==> src/rtl/hrds_pkg.sv <==
package hrds_pkg;

    // fixed point format
    localparam int FRAC_BITS = 24;
    localparam int MAX_TRIES = 64;
    localparam int TRY_W     = $clog2(MAX_TRIES);

    // datapath widths
    localparam int MUL_W  = 33;
    localparam int PROD_W = 2 * MUL_W;
    localparam int ACC_W  = PROD_W + 2;
    localparam int X_W    = FRAC_BITS + 2;
    localparam int S_W    = FRAC_BITS + 2;
    localparam int ROOT_W = FRAC_BITS + 1;
    localparam int RAD_W  = 2 * ROOT_W;

    // stream and register port widths
    localparam int S_DATA_W = 136;
    localparam int M_DATA_W = 128;
    localparam int ADDR_W   = 3;
    localparam int DATA_W   = 32;

    // hash constants
    localparam logic [31:0] HASH_MUL_A = 32'd747796405;
    localparam logic [31:0] HASH_ADD   = 32'd2891336453;
    localparam logic [31:0] HASH_MUL_B = 32'd277803737;
    localparam logic [4:0]  HASH_BIAS  = 5'd4;
    localparam int          HASH_FOLD  = 22;

    localparam logic [31:0] RANGE_HIGH_RESET = 32'h0100_0000;

    // operation codes
    localparam logic [2:0] OP_LOAD   = 3'd0;
    localparam logic [2:0] OP_SCALAR = 3'd1;
    localparam logic [2:0] OP_RANGE  = 3'd2;
    localparam logic [2:0] OP_UNIT   = 3'd3;
    localparam logic [2:0] OP_DISK   = 3'd4;
    localparam logic [2:0] OP_HEMI   = 3'd5;

    // register indexes
    localparam logic REG_RANGE_LOW  = 1'b0;
    localparam logic REG_RANGE_HIGH = 1'b1;

    typedef enum logic [4:0] {
        ST_IDLE,
        ST_HASH_MUL1,
        ST_HASH_MUL2,
        ST_HASH_MIX,
        ST_AFTER_DRAW,
        ST_RNG_ADD,
        ST_SQ_X,
        ST_SQ_Y,
        ST_SQ_SUM,
        ST_ROOT_START,
        ST_ROOT_WAIT,
        ST_SCL_X,
        ST_SCL_Y,
        ST_SCL_END,
        ST_DOT_X,
        ST_DOT_Y,
        ST_DOT_Z,
        ST_DOT_SUM,
        ST_DONE
    } state_t;

    typedef struct packed {
        logic busy;
        logic done;
    } root_stat_t;

endpackage

==> src/rtl/hrds_mul.sv <==
module hrds_mul (
    input  logic                                clk,
    input  logic signed [hrds_pkg::MUL_W-1:0]   a,
    input  logic signed [hrds_pkg::MUL_W-1:0]   b,
    output logic signed [hrds_pkg::PROD_W-1:0]  prod
);
    import hrds_pkg::*;

    logic signed [PROD_W-1:0] prod_reg;
    logic signed [PROD_W-1:0] prod_next;

    // shared signed multiplier, product registered
    always_comb
    begin
        prod_next = a * b;
    end

    always_ff @(posedge clk)
    begin
        prod_reg <= prod_next;
    end

    assign prod = prod_reg;

endmodule

==> src/rtl/hrds_isqrt.sv <==
module hrds_isqrt (
    input  logic                              clk,
    input  logic                              rst_n,
    input  logic                              start,
    input  logic [hrds_pkg::RAD_W-1:0]        radicand,
    output logic [hrds_pkg::ROOT_W-1:0]       root,
    output hrds_pkg::root_stat_t              stat
);
    import hrds_pkg::*;

    localparam int CNT_W = $clog2(ROOT_W + 1);

    logic [RAD_W-1:0]   rad_reg, rad_next;
    logic [ROOT_W+1:0]  rem_reg, rem_next;
    logic [ROOT_W-1:0]  root_reg, root_next;
    logic [CNT_W-1:0]   cnt_reg, cnt_next;
    logic               busy_reg, busy_next;
    logic               done_reg, done_next;
    logic [ROOT_W+2:0]  rem_sh;
    logic [ROOT_W+2:0]  trial;

    // one result bit per cycle, two radicand bits brought down each step
    always_comb
    begin
        rad_next  = rad_reg;
        rem_next  = rem_reg;
        root_next = root_reg;
        cnt_next  = cnt_reg;
        busy_next = busy_reg;
        done_next = 1'b0;
        rem_sh    = {rem_reg[ROOT_W:0], rad_reg[RAD_W-1 -: 2]};
        trial     = {1'b0, root_reg, 2'b01};
        if (start)
        begin
            rad_next  = radicand;
            rem_next  = '0;
            root_next = '0;
            cnt_next  = CNT_W'(ROOT_W);
            busy_next = 1'b1;
        end
        else if (busy_reg)
        begin
            rad_next = {rad_reg[RAD_W-3:0], 2'b00};
            if (rem_sh >= trial)
            begin
                rem_next  = (ROOT_W+2)'(rem_sh - trial);
                root_next = {root_reg[ROOT_W-2:0], 1'b1};
            end
            else
            begin
                rem_next  = rem_sh[ROOT_W+1:0];
                root_next = {root_reg[ROOT_W-2:0], 1'b0};
            end
            cnt_next = cnt_reg - 1'b1;
            if (cnt_reg == CNT_W'(1))
            begin
                busy_next = 1'b0;
                done_next = 1'b1;
            end
        end
    end

    always_ff @(posedge clk or negedge rst_n)
    begin
        if (!rst_n)
        begin
            busy_reg <= 1'b0;
            done_reg <= 1'b0;
            cnt_reg  <= '0;
        end
        else
        begin
            busy_reg <= busy_next;
            done_reg <= done_next;
            cnt_reg  <= cnt_next;
        end
    end

    always_ff @(posedge clk)
    begin
        rad_reg  <= rad_next;
        rem_reg  <= rem_next;
        root_reg <= root_next;
    end

    assign root      = root_reg;
    assign stat.busy = busy_reg;
    assign stat.done = done_reg;

endmodule

==> src/rtl/hash_random_direction_sampler.sv <==
// Hash-driven random direction sampler.
// Input stream (s_*): one transaction per item; op selects load seed, scalar,
// range vec3, unit vector, unit-disk point or hemisphere vector.
// Output stream (m_*): exactly one result transaction per item, held in an
// output register until taken. Range bounds are written over the APB port.
// Each draw passes through the shared multiplier (multiply, mix and multiply,
// fold) and then uses the value. Seed loads and unknown ops go straight to
// the output; scalar takes one draw, range vec3 three. Disk points redraw a
// pair until it lies in the unit disk or the tries run out; unit vectors then
// take the square root and scale the pair; hemisphere adds a dot product.
// One item is worked on at a time: s_tready is high only in the idle state.
// The next item may be accepted while a finished result still waits on m_*.
// If the receiver stalls, a second result waits in the done state until the
// output register frees up.
// Reset clears the seed to zero, range_low to 0.0 and range_high to 1.0, and
// empties the output register.
module hash_random_direction_sampler (
    input  logic                              clk,
    input  logic                              rst_n,
    // op[2:0], seed_value[34:3], normal_x[66:35], normal_y[98:67],
    // normal_z[130:99], zero pad[135:131]
    input  logic [hrds_pkg::S_DATA_W-1:0]     s_tdata,
    input  logic                              s_tvalid,
    output logic                              s_tready,
    // out_x[31:0], out_y[63:32], out_z[95:64], seed_now[127:96]
    output logic [hrds_pkg::M_DATA_W-1:0]     m_tdata,
    output logic                              m_tvalid,
    input  logic                              m_tready,
    input  logic                              psel,
    input  logic                              penable,
    input  logic                              pwrite,
    input  logic [hrds_pkg::ADDR_W-1:0]       paddr,
    input  logic [hrds_pkg::DATA_W-1:0]       pwdata,
    output logic [hrds_pkg::DATA_W-1:0]       prdata,
    output logic                              pready
);
    import hrds_pkg::*;

    localparam logic signed [X_W-1:0] ONE_X = {2'b01, {FRAC_BITS{1'b0}}};
    localparam logic [S_W-1:0]        ONE_S = {2'b01, {FRAC_BITS{1'b0}}};

    state_t state_reg, state_next;

    logic [31:0]               seed_reg, seed_next;
    logic [2:0]                op_reg, op_next;
    logic signed [31:0]        nx_reg, nx_next, ny_reg, ny_next, nz_reg, nz_next;
    logic signed [31:0]        range_low_reg, range_high_reg;
    logic signed [X_W-1:0]     x_reg, x_next, y_reg, y_next;
    logic [S_W-1:0]            s_reg, s_next;
    logic [ROOT_W:0]           t_reg, t_next;
    logic signed [31:0]        vx_reg, vx_next, vy_reg, vy_next, vz_reg, vz_next;
    logic signed [ACC_W-1:0]   acc_reg, acc_next;
    logic [TRY_W-1:0]          tries_reg, tries_next;
    logic [1:0]                idx_reg, idx_next;
    logic                      half_reg, half_next;
    logic [M_DATA_W-1:0]       out_reg, out_next;
    logic                      out_valid_reg, out_valid_next;

    logic signed [MUL_W-1:0]   mul_a, mul_b;
    logic signed [PROD_W-1:0]  prod;
    logic signed [PROD_W-1:0]  prod_sh;
    logic signed [ACC_W-1:0]   prod_ext;
    logic signed [ACC_W-1:0]   acc_sum;

    logic                      root_start;
    logic [RAD_W-1:0]          radicand;
    logic [S_W-1:0]            rem;
    logic [ROOT_W-1:0]         root;
    root_stat_t                root_stat;

    logic [FRAC_BITS-1:0]      u;
    logic signed [X_W-1:0]     x_draw;
    logic [31:0]               st;
    logic [4:0]                st_sh;
    logic [31:0]               w0;
    logic [31:0]               w;
    logic signed [MUL_W-1:0]   range_d;
    logic [S_W-1:0]            s_new;
    logic                      s_in;
    logic                      wr_en;

    hrds_mul u_mul (
        .clk  (clk),
        .a    (mul_a),
        .b    (mul_b),
        .prod (prod)
    );

    hrds_isqrt u_isqrt (
        .clk      (clk),
        .rst_n    (rst_n),
        .start    (root_start),
        .radicand (radicand),
        .root     (root),
        .stat     (root_stat)
    );

    // configuration port
    assign pready = 1'b1;
    assign wr_en  = psel && penable && pwrite && pready;
    assign prdata = (paddr[2] == REG_RANGE_HIGH) ? range_high_reg : range_low_reg;

    always_ff @(posedge clk or negedge rst_n)
    begin
        if (!rst_n)
        begin
            range_low_reg  <= '0;
            range_high_reg <= RANGE_HIGH_RESET;
        end
        else if (wr_en)
        begin
            if (paddr[2] == REG_RANGE_HIGH)
                range_high_reg <= pwdata;
            else
                range_low_reg <= pwdata;
        end
    end

    // shared datapath terms
    always_comb
    begin
        u        = seed_reg[31 -: FRAC_BITS];
        x_draw   = signed'({1'b0, u, 1'b0}) - ONE_X;
        st       = prod[31:0] + HASH_ADD;
        st_sh    = {1'b0, st[31:28]} + HASH_BIAS;
        w0       = (st >> st_sh) ^ st;
        w        = prod[31:0];
        range_d  = MUL_W'(range_high_reg) - MUL_W'(range_low_reg);
        prod_sh  = prod >>> FRAC_BITS;
        prod_ext = ACC_W'(prod);
        acc_sum  = acc_reg + prod_ext;
        s_new    = acc_sum[FRAC_BITS +: S_W];
        s_in     = (s_new < ONE_S);
        rem      = (s_reg >= ONE_S) ? '0 : (ONE_S - s_reg);
        radicand = {rem, {FRAC_BITS{1'b0}}};
    end

    // sequencer
    always_comb
    begin
        state_next     = state_reg;
        seed_next      = seed_reg;
        op_next        = op_reg;
        nx_next        = nx_reg;
        ny_next        = ny_reg;
        nz_next        = nz_reg;
        x_next         = x_reg;
        y_next         = y_reg;
        s_next         = s_reg;
        t_next         = t_reg;
        vx_next        = vx_reg;
        vy_next        = vy_reg;
        vz_next        = vz_reg;
        acc_next       = acc_reg;
        tries_next     = tries_reg;
        idx_next       = idx_reg;
        half_next      = half_reg;
        out_next       = out_reg;
        out_valid_next = out_valid_reg && !m_tready;
        mul_a          = '0;
        mul_b          = '0;
        root_start     = 1'b0;
        s_tready       = 1'b0;

        unique case (state_reg)
            ST_IDLE:
            begin
                s_tready = 1'b1;
                if (s_tvalid)
                begin
                    op_next    = s_tdata[2:0];
                    nx_next    = s_tdata[66:35];
                    ny_next    = s_tdata[98:67];
                    nz_next    = s_tdata[130:99];
                    vx_next    = '0;
                    vy_next    = '0;
                    vz_next    = '0;
                    tries_next = '0;
                    idx_next   = '0;
                    half_next  = 1'b0;
                    unique case (s_tdata[2:0])
                        OP_LOAD:
                        begin
                            seed_next  = s_tdata[34:3];
                            state_next = ST_DONE;
                        end
                        OP_SCALAR, OP_RANGE, OP_UNIT, OP_DISK, OP_HEMI:
                            state_next = ST_HASH_MUL1;
                        default:
                            state_next = ST_DONE;
                    endcase
                end
            end
            // draw: multiply, add and data-dependent shift, multiply, fold
            ST_HASH_MUL1:
            begin
                mul_a      = MUL_W'(seed_reg);
                mul_b      = MUL_W'(HASH_MUL_A);
                state_next = ST_HASH_MUL2;
            end
            ST_HASH_MUL2:
            begin
                mul_a      = MUL_W'(w0);
                mul_b      = MUL_W'(HASH_MUL_B);
                state_next = ST_HASH_MIX;
            end
            ST_HASH_MIX:
            begin
                seed_next  = (w >> HASH_FOLD) ^ w;
                state_next = ST_AFTER_DRAW;
            end
            ST_AFTER_DRAW:
            begin
                unique case (op_reg)
                    OP_SCALAR:
                    begin
                        vx_next    = 32'(u);
                        state_next = ST_DONE;
                    end
                    OP_RANGE:
                    begin
                        mul_a      = range_d;
                        mul_b      = MUL_W'(u);
                        state_next = ST_RNG_ADD;
                    end
                    default:
                    begin
                        if (!half_reg)
                        begin
                            x_next     = x_draw;
                            half_next  = 1'b1;
                            state_next = ST_HASH_MUL1;
                        end
                        else
                        begin
                            y_next     = x_draw;
                            half_next  = 1'b0;
                            state_next = ST_SQ_X;
                        end
                    end
                endcase
            end
            ST_RNG_ADD:
            begin
                unique case (idx_reg)
                    2'd0:    vx_next = range_low_reg + prod_sh[31:0];
                    2'd1:    vy_next = range_low_reg + prod_sh[31:0];
                    default: vz_next = range_low_reg + prod_sh[31:0];
                endcase
                idx_next   = idx_reg + 2'd1;
                state_next = (idx_reg == 2'd2) ? ST_DONE : ST_HASH_MUL1;
            end
            // radius test of the drawn pair
            ST_SQ_X:
            begin
                mul_a      = MUL_W'(x_reg);
                mul_b      = MUL_W'(x_reg);
                state_next = ST_SQ_Y;
            end
            ST_SQ_Y:
            begin
                mul_a      = MUL_W'(y_reg);
                mul_b      = MUL_W'(y_reg);
                acc_next   = prod_ext;
                state_next = ST_SQ_SUM;
            end
            ST_SQ_SUM:
            begin
                s_next = s_new;
                if (s_in || (tries_reg == TRY_W'(MAX_TRIES - 1)))
                begin
                    if (op_reg == OP_DISK)
                    begin
                        vx_next    = 32'(x_reg);
                        vy_next    = 32'(y_reg);
                        state_next = ST_DONE;
                    end
                    else
                        state_next = ST_ROOT_START;
                end
                else
                begin
                    tries_next = tries_reg + 1'b1;
                    state_next = ST_HASH_MUL1;
                end
            end
            ST_ROOT_START:
            begin
                root_start = 1'b1;
                state_next = ST_ROOT_WAIT;
            end
            ST_ROOT_WAIT:
            begin
                if (root_stat.done)
                begin
                    t_next     = {root, 1'b0};
                    state_next = ST_SCL_X;
                end
            end
            // scale the pair onto the sphere
            ST_SCL_X:
            begin
                mul_a      = MUL_W'(x_reg);
                mul_b      = MUL_W'(t_reg);
                state_next = ST_SCL_Y;
            end
            ST_SCL_Y:
            begin
                mul_a      = MUL_W'(y_reg);
                mul_b      = MUL_W'(t_reg);
                vx_next    = prod_sh[31:0];
                state_next = ST_SCL_END;
            end
            ST_SCL_END:
            begin
                vy_next    = prod_sh[31:0];
                vz_next    = 32'(ONE_S) - 32'({s_reg, 1'b0});
                state_next = (op_reg == OP_HEMI) ? ST_DOT_X : ST_DONE;
            end
            // dot product with the normal, flip when not in front
            ST_DOT_X:
            begin
                mul_a      = MUL_W'(nx_reg);
                mul_b      = MUL_W'(vx_reg);
                state_next = ST_DOT_Y;
            end
            ST_DOT_Y:
            begin
                mul_a      = MUL_W'(ny_reg);
                mul_b      = MUL_W'(vy_reg);
                acc_next   = prod_ext;
                state_next = ST_DOT_Z;
            end
            ST_DOT_Z:
            begin
                mul_a      = MUL_W'(nz_reg);
                mul_b      = MUL_W'(vz_reg);
                acc_next   = acc_sum;
                state_next = ST_DOT_SUM;
            end
            ST_DOT_SUM:
            begin
                if (acc_sum <= 0)
                begin
                    vx_next = -vx_reg;
                    vy_next = -vy_reg;
                    vz_next = -vz_reg;
                end
                state_next = ST_DONE;
            end
            // hand the result to the output register
            ST_DONE:
            begin
                if (!out_valid_reg || m_tready)
                begin
                    out_next       = {seed_reg, vz_reg, vy_reg, vx_reg};
                    out_valid_next = 1'b1;
                    state_next     = ST_IDLE;
                end
            end
            default:
                state_next = ST_IDLE;
        endcase
    end

    always_ff @(posedge clk or negedge rst_n)
    begin
        if (!rst_n)
        begin
            state_reg     <= ST_IDLE;
            seed_reg      <= '0;
            out_valid_reg <= 1'b0;
            tries_reg     <= '0;
            idx_reg       <= '0;
            half_reg      <= 1'b0;
        end
        else
        begin
            state_reg     <= state_next;
            seed_reg      <= seed_next;
            out_valid_reg <= out_valid_next;
            tries_reg     <= tries_next;
            idx_reg       <= idx_next;
            half_reg      <= half_next;
        end
    end

    always_ff @(posedge clk)
    begin
        op_reg  <= op_next;
        nx_reg  <= nx_next;
        ny_reg  <= ny_next;
        nz_reg  <= nz_next;
        x_reg   <= x_next;
        y_reg   <= y_next;
        s_reg   <= s_next;
        t_reg   <= t_next;
        vx_reg  <= vx_next;
        vy_reg  <= vy_next;
        vz_reg  <= vz_next;
        acc_reg <= acc_next;
        out_reg <= out_next;
    end

    assign m_tdata  = out_reg;
    assign m_tvalid = out_valid_reg;

endmodule

==> config.mk <==
export PLATFORM = sky130hd
export DESIGN_NAME = hash_random_direction_sampler
export DESIGN_NICKNAME = d
export VERILOG_FILES = /design/src/rtl/hrds_pkg.sv /design/src/rtl/hrds_mul.sv /design/src/rtl/hrds_isqrt.sv /design/src/rtl/hash_random_direction_sampler.sv
export SDC_FILE = /design/constraint.sdc
export NUM_CORES = 2
export LEC_CHECK = 0
export BUFFER_PORTS_ARGS = -buffer_cell sky130_fd_sc_hd__clkbuf_2
export CAP_MARGIN = 20
export CORE_ASPECT_RATIO = 2
export CORE_MARGIN = 2
export CORE_UTILIZATION = 40
export CTS_BUF_LIST = sky130_fd_sc_hd__clkbuf_8 sky130_fd_sc_hd__clkbuf_16
export DETAILED_ROUTE_END_ITERATION = 16
export GPL_TIMING_DRIVEN = 0
export PLACE_DENSITY_LB_ADDON = 0.08
export SLEW_MARGIN = 20
export SYNTH_ARGS = -nofsm -noshare
export SYNTH_HDL_FRONTEND = slang
export SYNTH_SLANG_ARGS = --single-unit
==> constraint.sdc <==
create_clock -name clk -period 22.7 [get_ports clk]
set_clock_uncertainty 0.15 [all_clocks]
set_input_delay 4.54 -clock clk [delete_from_list [all_inputs] [get_ports clk]]
set_output_delay 4.54 -clock clk [all_outputs]
set_load 0.05 [all_outputs]
==> results of run 1 <==
[cells in the mapped netlist, types with 17 or more instances]
| cell | instances |
|---|---|
| sky130_fd_sc_hd__dfrtp_1 | 117 |
| sky130_fd_sc_hd__clkbuf_1 | 340 |
| sky130_fd_sc_hd__o31ai_1 | 24 |
| sky130_fd_sc_hd__xnor2_1 | 223 |
| sky130_fd_sc_hd__mux2i_1 | 94 |
| sky130_fd_sc_hd__a31oi_1 | 33 |
| sky130_fd_sc_hd__a211o_1 | 19 |
| sky130_fd_sc_hd__o21ai_0 | 290 |
| sky130_fd_sc_hd__a211oi_1 | 65 |
| sky130_fd_sc_hd__nor4_1 | 56 |
| sky130_fd_sc_hd__or4_1 | 17 |
| sky130_fd_sc_hd__nand4_1 | 64 |
| sky130_fd_sc_hd__dfxtp_1 | 117 |
| sky130_fd_sc_hd__inv_1 | 1290 |
| sky130_fd_sc_hd__a221o_1 | 26 |
| sky130_fd_sc_hd__a22o_1 | 28 |
| sky130_fd_sc_hd__o21a_1 | 36 |
| sky130_fd_sc_hd__ha_1 | 384 |
| sky130_fd_sc_hd__a21oi_1 | 339 |
| sky130_fd_sc_hd__and3_1 | 39 |
| sky130_fd_sc_hd__and2_1 | 61 |
| sky130_fd_sc_hd__mux2_2 | 92 |
| sky130_fd_sc_hd__fa_1 | 1149 |
| sky130_fd_sc_hd__o221ai_1 | 31 |
| sky130_fd_sc_hd__nor2b_1 | 47 |
| sky130_fd_sc_hd__buf_1 | 28 |
| sky130_fd_sc_hd__nor3_1 | 109 |
| sky130_fd_sc_hd__nand2_1 | 1128 |
| sky130_fd_sc_hd__a22oi_1 | 151 |
| sky130_fd_sc_hd__or2_2 | 29 |
| sky130_fd_sc_hd__edfxtp_1 | 516 |
| sky130_fd_sc_hd__a21o_1 | 118 |
| sky130_fd_sc_hd__o211ai_1 | 32 |
| sky130_fd_sc_hd__a222oi_1 | 40 |
| sky130_fd_sc_hd__a221oi_1 | 28 |
| sky130_fd_sc_hd__nand3_1 | 109 |
| sky130_fd_sc_hd__o21bai_1 | 48 |
| sky130_fd_sc_hd__nor2_1 | 712 |
| sky130_fd_sc_hd__or3_1 | 35 |
| sky130_fd_sc_hd__buf_2 | 41 |
| sky130_fd_sc_hd__nand2b_1 | 67 |
| sky130_fd_sc_hd__xor2_1 | 130 |
| sky130_fd_sc_hd__o22ai_1 | 17 |
[through the flow]
step | area (um^2) | util (%) | hold slack, ns | std cells
CTS | 91000 | 44.8 | 0.328 | 11800
detailed placement | 88500 | 43.6 | 0.302 | 11700
global placement | 86700 | 42.7 | 0.308 | 11600
floorplan | 81700 | - | 0.279 | 8569
[layer usage]
layer	global-route usage, %	overflow
met5	2.03	0
met4	61.2	6
met3	19.3	0
met2	81.4	12
met1	47.2	0
[cell families after synthesis]
group	count (synthesis)
and+or+nand+nor	2550
buffers and inverters	1712
xor gates and xnor gates	353
other	1
muxes	198
adders and majority gates	1533
DFF	751
AOI/OAI and AO/OA	1471
==> impl_metrics.toml, run 1 <==
[logic_synthesis]
synth_async_sr_flop_share_pct = 15.7
post-synth-top-area-cell = "sky130_fd_sc_hd__fa_1"
combinational_family_with_the_most_area_after_synthesis = "adder cells"
synth_edf_count = 516
synth_xor_xnor_area_share_pct = 3.78
synthDominantCellAreaShare_pct = 28.2
synth_area_per_cell_um2 = 9.53
synth.top_cells.by_area = "sky130_fd_sc_hd__fa_1 28%, sky130_fd_sc_hd__edfxtp_1 19%, sky130_fd_sc_hd__inv_1 5.9%"
yosys_warnings = 0
synthAdderAreaFrac_pct = 34.0
synth.area.mux_share_pct = 2.75
ys.flop_type = "sky130_fd_sc_hd__edfxtp_1"
synth_sequential_area_ratio_pct = 25.5
synth_cell_type_count = 101
synth_nets = 10300
count_of_state_elements_after_synthesis = 751
post_synth_and_or_nand_nor_area_fraction_pct = 13.8
synth_compound_gate_area_share_pct = 12.2
postSynthCellCount = 8569
synth.cell_area_um2 = 81700

[global_routing]
grtUsageTotal_pct = 51.7
wire_length_of_the_first_global_routing_pass_um = 721000
pin_count_of_the_biggest_net_entering_global_routing = 70
first_global_vias = 80800
overflow = 18

[status]
run_status = "stopped before the end"
outcome.stop_stage = "5_1_grt"
run.stop_error = "[ERROR GRT-0116] Global routing finished with congestion. Check the congestion regions in the DRC Viewer."

[clock_network]
clock_tree.buffer_depth = 3
clock_sinks = 751
cts-resized-gates = 0
cts_setup_buffers = 0
cts_made_buffers = 72
cts.htree.levels = 3
clock_tree.root_cell = "sky130_fd_sc_hd__clkbuf_16"
number_of_hold_repair_buffers_added_at_the_cts_stage = 0

[floorplanning]
initial_utilization_pct = 40.2
die_h_um = 643
rows = 234
top_level_ports = 341
die-width_um = 324

[placement]
pre_cts_setup_slack_ns = 6.06
port-buffer-count = 332
gp_routability_congestion = 1.12
hpwl_um = 422000
==> inputs of run 2 (changes only) <==
Settings changed: CORE_ASPECT_RATIO 2 to default, CORE_UTILIZATION 40 to 25, CTS_BUF_LIST sky130_fd_sc_hd__clkbuf_8 sky130_fd_sc_hd__clkbuf_16 to default, PLACE_DENSITY_LB_ADDON 0.08 to 0.15.
==> run 2 against run 1 <==
The flow now finishes without violations. Synthesized area stayed put. Synthesized cell count stayed put.
==> impl_metrics.toml, run 2 <==
[logic_synthesis]
synth_nets = 10300
count_of_state_elements_after_synthesis = 751
synth_edf_count = 516
synth_most_common_cell = "sky130_fd_sc_hd__inv_1"
ys.flop_type = "sky130_fd_sc_hd__edfxtp_1"
post-synth-top-area-cell = "sky130_fd_sc_hd__fa_1"
synth_cell_type_count = 101
synth.top_cells.by_area = "sky130_fd_sc_hd__fa_1 28%, sky130_fd_sc_hd__edfxtp_1 19%, sky130_fd_sc_hd__inv_1 5.9%"
postSynthCellCount = 8569
synth_area_per_cell_um2 = 9.53
synth_sequential_area_ratio_pct = 25.5
synthDominantCellAreaShare_pct = 28.2
yosys_warnings = 0
ys_top_cells_by_count = "1290 x sky130_fd_sc_hd__inv_1, 1149 x sky130_fd_sc_hd__fa_1, 1128 x sky130_fd_sc_hd__nand2_1"
synth_async_sr_flop_share_pct = 15.7
synth.cell_area_um2 = 81700

[finish]
drive_gt1_share_pct = 9.82
design.final.nets = 10800
layout_common_cells = "1289 x sky130_fd_sc_hd__inv_1, 1147 x sky130_fd_sc_hd__fa_1, 1126 x sky130_fd_sc_hd__nand2_1"
flip_flop_count_of_the_largest_register_all_copies_and_words_added = 128
finish.cell_count_without_fillers = 13500
fillerInstances = 34700
syn_to_final_growth_pct = 14.7
layout_commonest_cell = "sky130_fd_sc_hd__inv_1"

[clock_network]
number_of_hold_repair_buffers_added_at_the_cts_stage = 0
clk-insertion-delay-late_ns = 0.80
cts_made_buffers = 92
clock_sinks = 751
clock_tree.root_cell = "sky130_fd_sc_hd__clkbuf_16"
cts-resized-gates = 0
clock_tree.buffer_depth = 3
cts_setup_buffers = 0
cts.htree.levels = 3
tritoncts = "done"
clkSlewWorstSetupHoldPaths_ns = 0.06

[critical_path]
r2r_setup_slack_ns = 6.41
worstRegToRegCells = 44
critPathMostFrequentCell = "sky130_fd_sc_hd__fa_1"
cp_max_fo = 10
slowest_delay_ns = 0.90
critPathSlowestCell = "sky130_fd_sc_hd__clkbuf_1"
worstReg2RegStart = "u_mul.prod[27]"
cp_data_required_time_ns = 23.22
critical_path_arrival_ns = 16.80
end_kind = "register"
startpoint_type = "register"
timing.setup.critical_path_class = "register to register"
timing.rr.end = "u_mul.prod[62]"

[sta]
max_freq_ghz = 0.0614
maxSlewHeadroom_pct = 13.8
layout_worst_path_cycle_share_pct = 71.7
setup_total_negative_slack_ns = 0
post-route-min-period_ns = 16.29
final-max-slew-violation-count = 0
worst_pin_slew_ns = 1.29
final_setup_violation_count = 0
unrepaired_setup_endpoints_after_global_routing = "no"
final-hold-violation-count = 0

[global_routing]
grtUsageTotal_pct = 27.1
grt_antenna_before_repair = 56
overflow = 0
pin_count_of_the_biggest_net_entering_global_routing = 69
first_global_vias = 71400
wire_length_of_the_first_global_routing_pass_um = 617000

[floorplanning]
die-width_um = 576
initial_utilization_pct = 25.2
design.die.area_um2 = 331000
die_h_um = 576
top_level_ports = 341
rows = 209
core_area_um2 = 325000

[route]
iteration_0_drc_count_of_the_detailed_router = 7750
dr_total_vias = 70300
wl_met3_um = 35700
postRouteAntennaNets = 0
drc = 0
wl_met2_um = 196000
dr.pass1.iters = 9
routed_wl_um = 456000
wl_met1_um = 193000
uppermost_routed_layer = "met5"
viasPerCell = 5.21
routedWlPerCell_um = 33.7

[placement]
placedCellCount = 13300
port-buffer-count = 332
gp_routability_congestion = 1.02
hpwl_um = 382000

[job]
number_of_max_cap_violations = 0

[status]
run_status = "finished, final reports clean"

[hold_path]
holdPathEnd = "u_isqrt.rem_reg[24]"
hold_path_class = "register to register"
hold_sp = "u_isqrt.rem_reg[24]"
worst_hold_path.num_cells = 2
## run 2: cells by family after synthesis
logic type,synth area share [%]
buf+inv,8.02
fa+ha+maj,34.0
mux,2.75
other cells,0.00459
simple gates,13.8
xor+xnor,3.78
flops,25.5
compound gates,12.2
## run 2: stage by stage
stage | util (%) | hold slack, ns | setup slack, ns | instance area [um^2]
2_1_floorplan | - | 0.279 | 10.88 | 81700
3_3_place_gp | 27.3 | 0.316 | 3.29 | 88800
3_5_place_dp | 27.8 | 0.316 | 6.87 | 90400
4_1_cts | 28.8 | 0.326 | 6.83 | 93500
5_1_grt | 28.8 | 0.373 | 6.28 | 93600
6_report | 28.8 | 0.326 | 6.41 | 93700
## run 2: metal layers
| layer | vias up | track usage (%) |
|---|---|---|
| met1 | 36700 | 36.2 |
| met5 | - | 0 |
| met4 | 22 | 15.8 |
| li1 | 29400 | - |
| met2 | 3346 | 41.0 |
| met3 | 760 | 5.09 |
## run 2: worst max-delay path by stage
stage | cells after the start | to | from
finish | 44 | u_mul.prod[62] | u_mul.prod[27]
global route | 44 | u_mul.prod[62] | u_mul.prod[27]
CTS | 42 | u_mul.prod[62] | u_mul.prod[27]
detailed placement | 42 | u_mul.prod[62] | u_mul.prod[27]
global placement | 37 | u_mul.prod[62] | state_reg[2]
floorplan | 10 | vy_reg[0] | s_tvalid
## run 2: final cells by class
cell class	count	area, um^2	area share, %
diodes	37	92.6	0.0988
clock inverters	57	701	0.748
repair buffers	403	2740	2.93
flip-flops and latches	751	20800	22.2
multi-input cells	6106	54900	58.6
well taps	4325	5410	5.78
inverters	1290	4850	5.18
plain buffers	422	1770	1.89
clock buffers	116	2450	2.62
## run 2: worst max-delay path, delay by kind of cell, from the launching register on
kind                     cells  cell delay [ns]
adder cells (fa/ha/maj)      9             4.64
XOR/XNOR                     2             0.53
multiplexers                 3             1.26
AND/OR/NAND/NOR              9             3.12
flip-flops                   1             0.68
AO/OA/AOI/OAI               10             3.20
buffers and inverters       11             2.52
Power of run 2 is left out: the tool's default activity adds up to more than one toggle a clock period on the data nets, which glitch-free logic cannot reach.
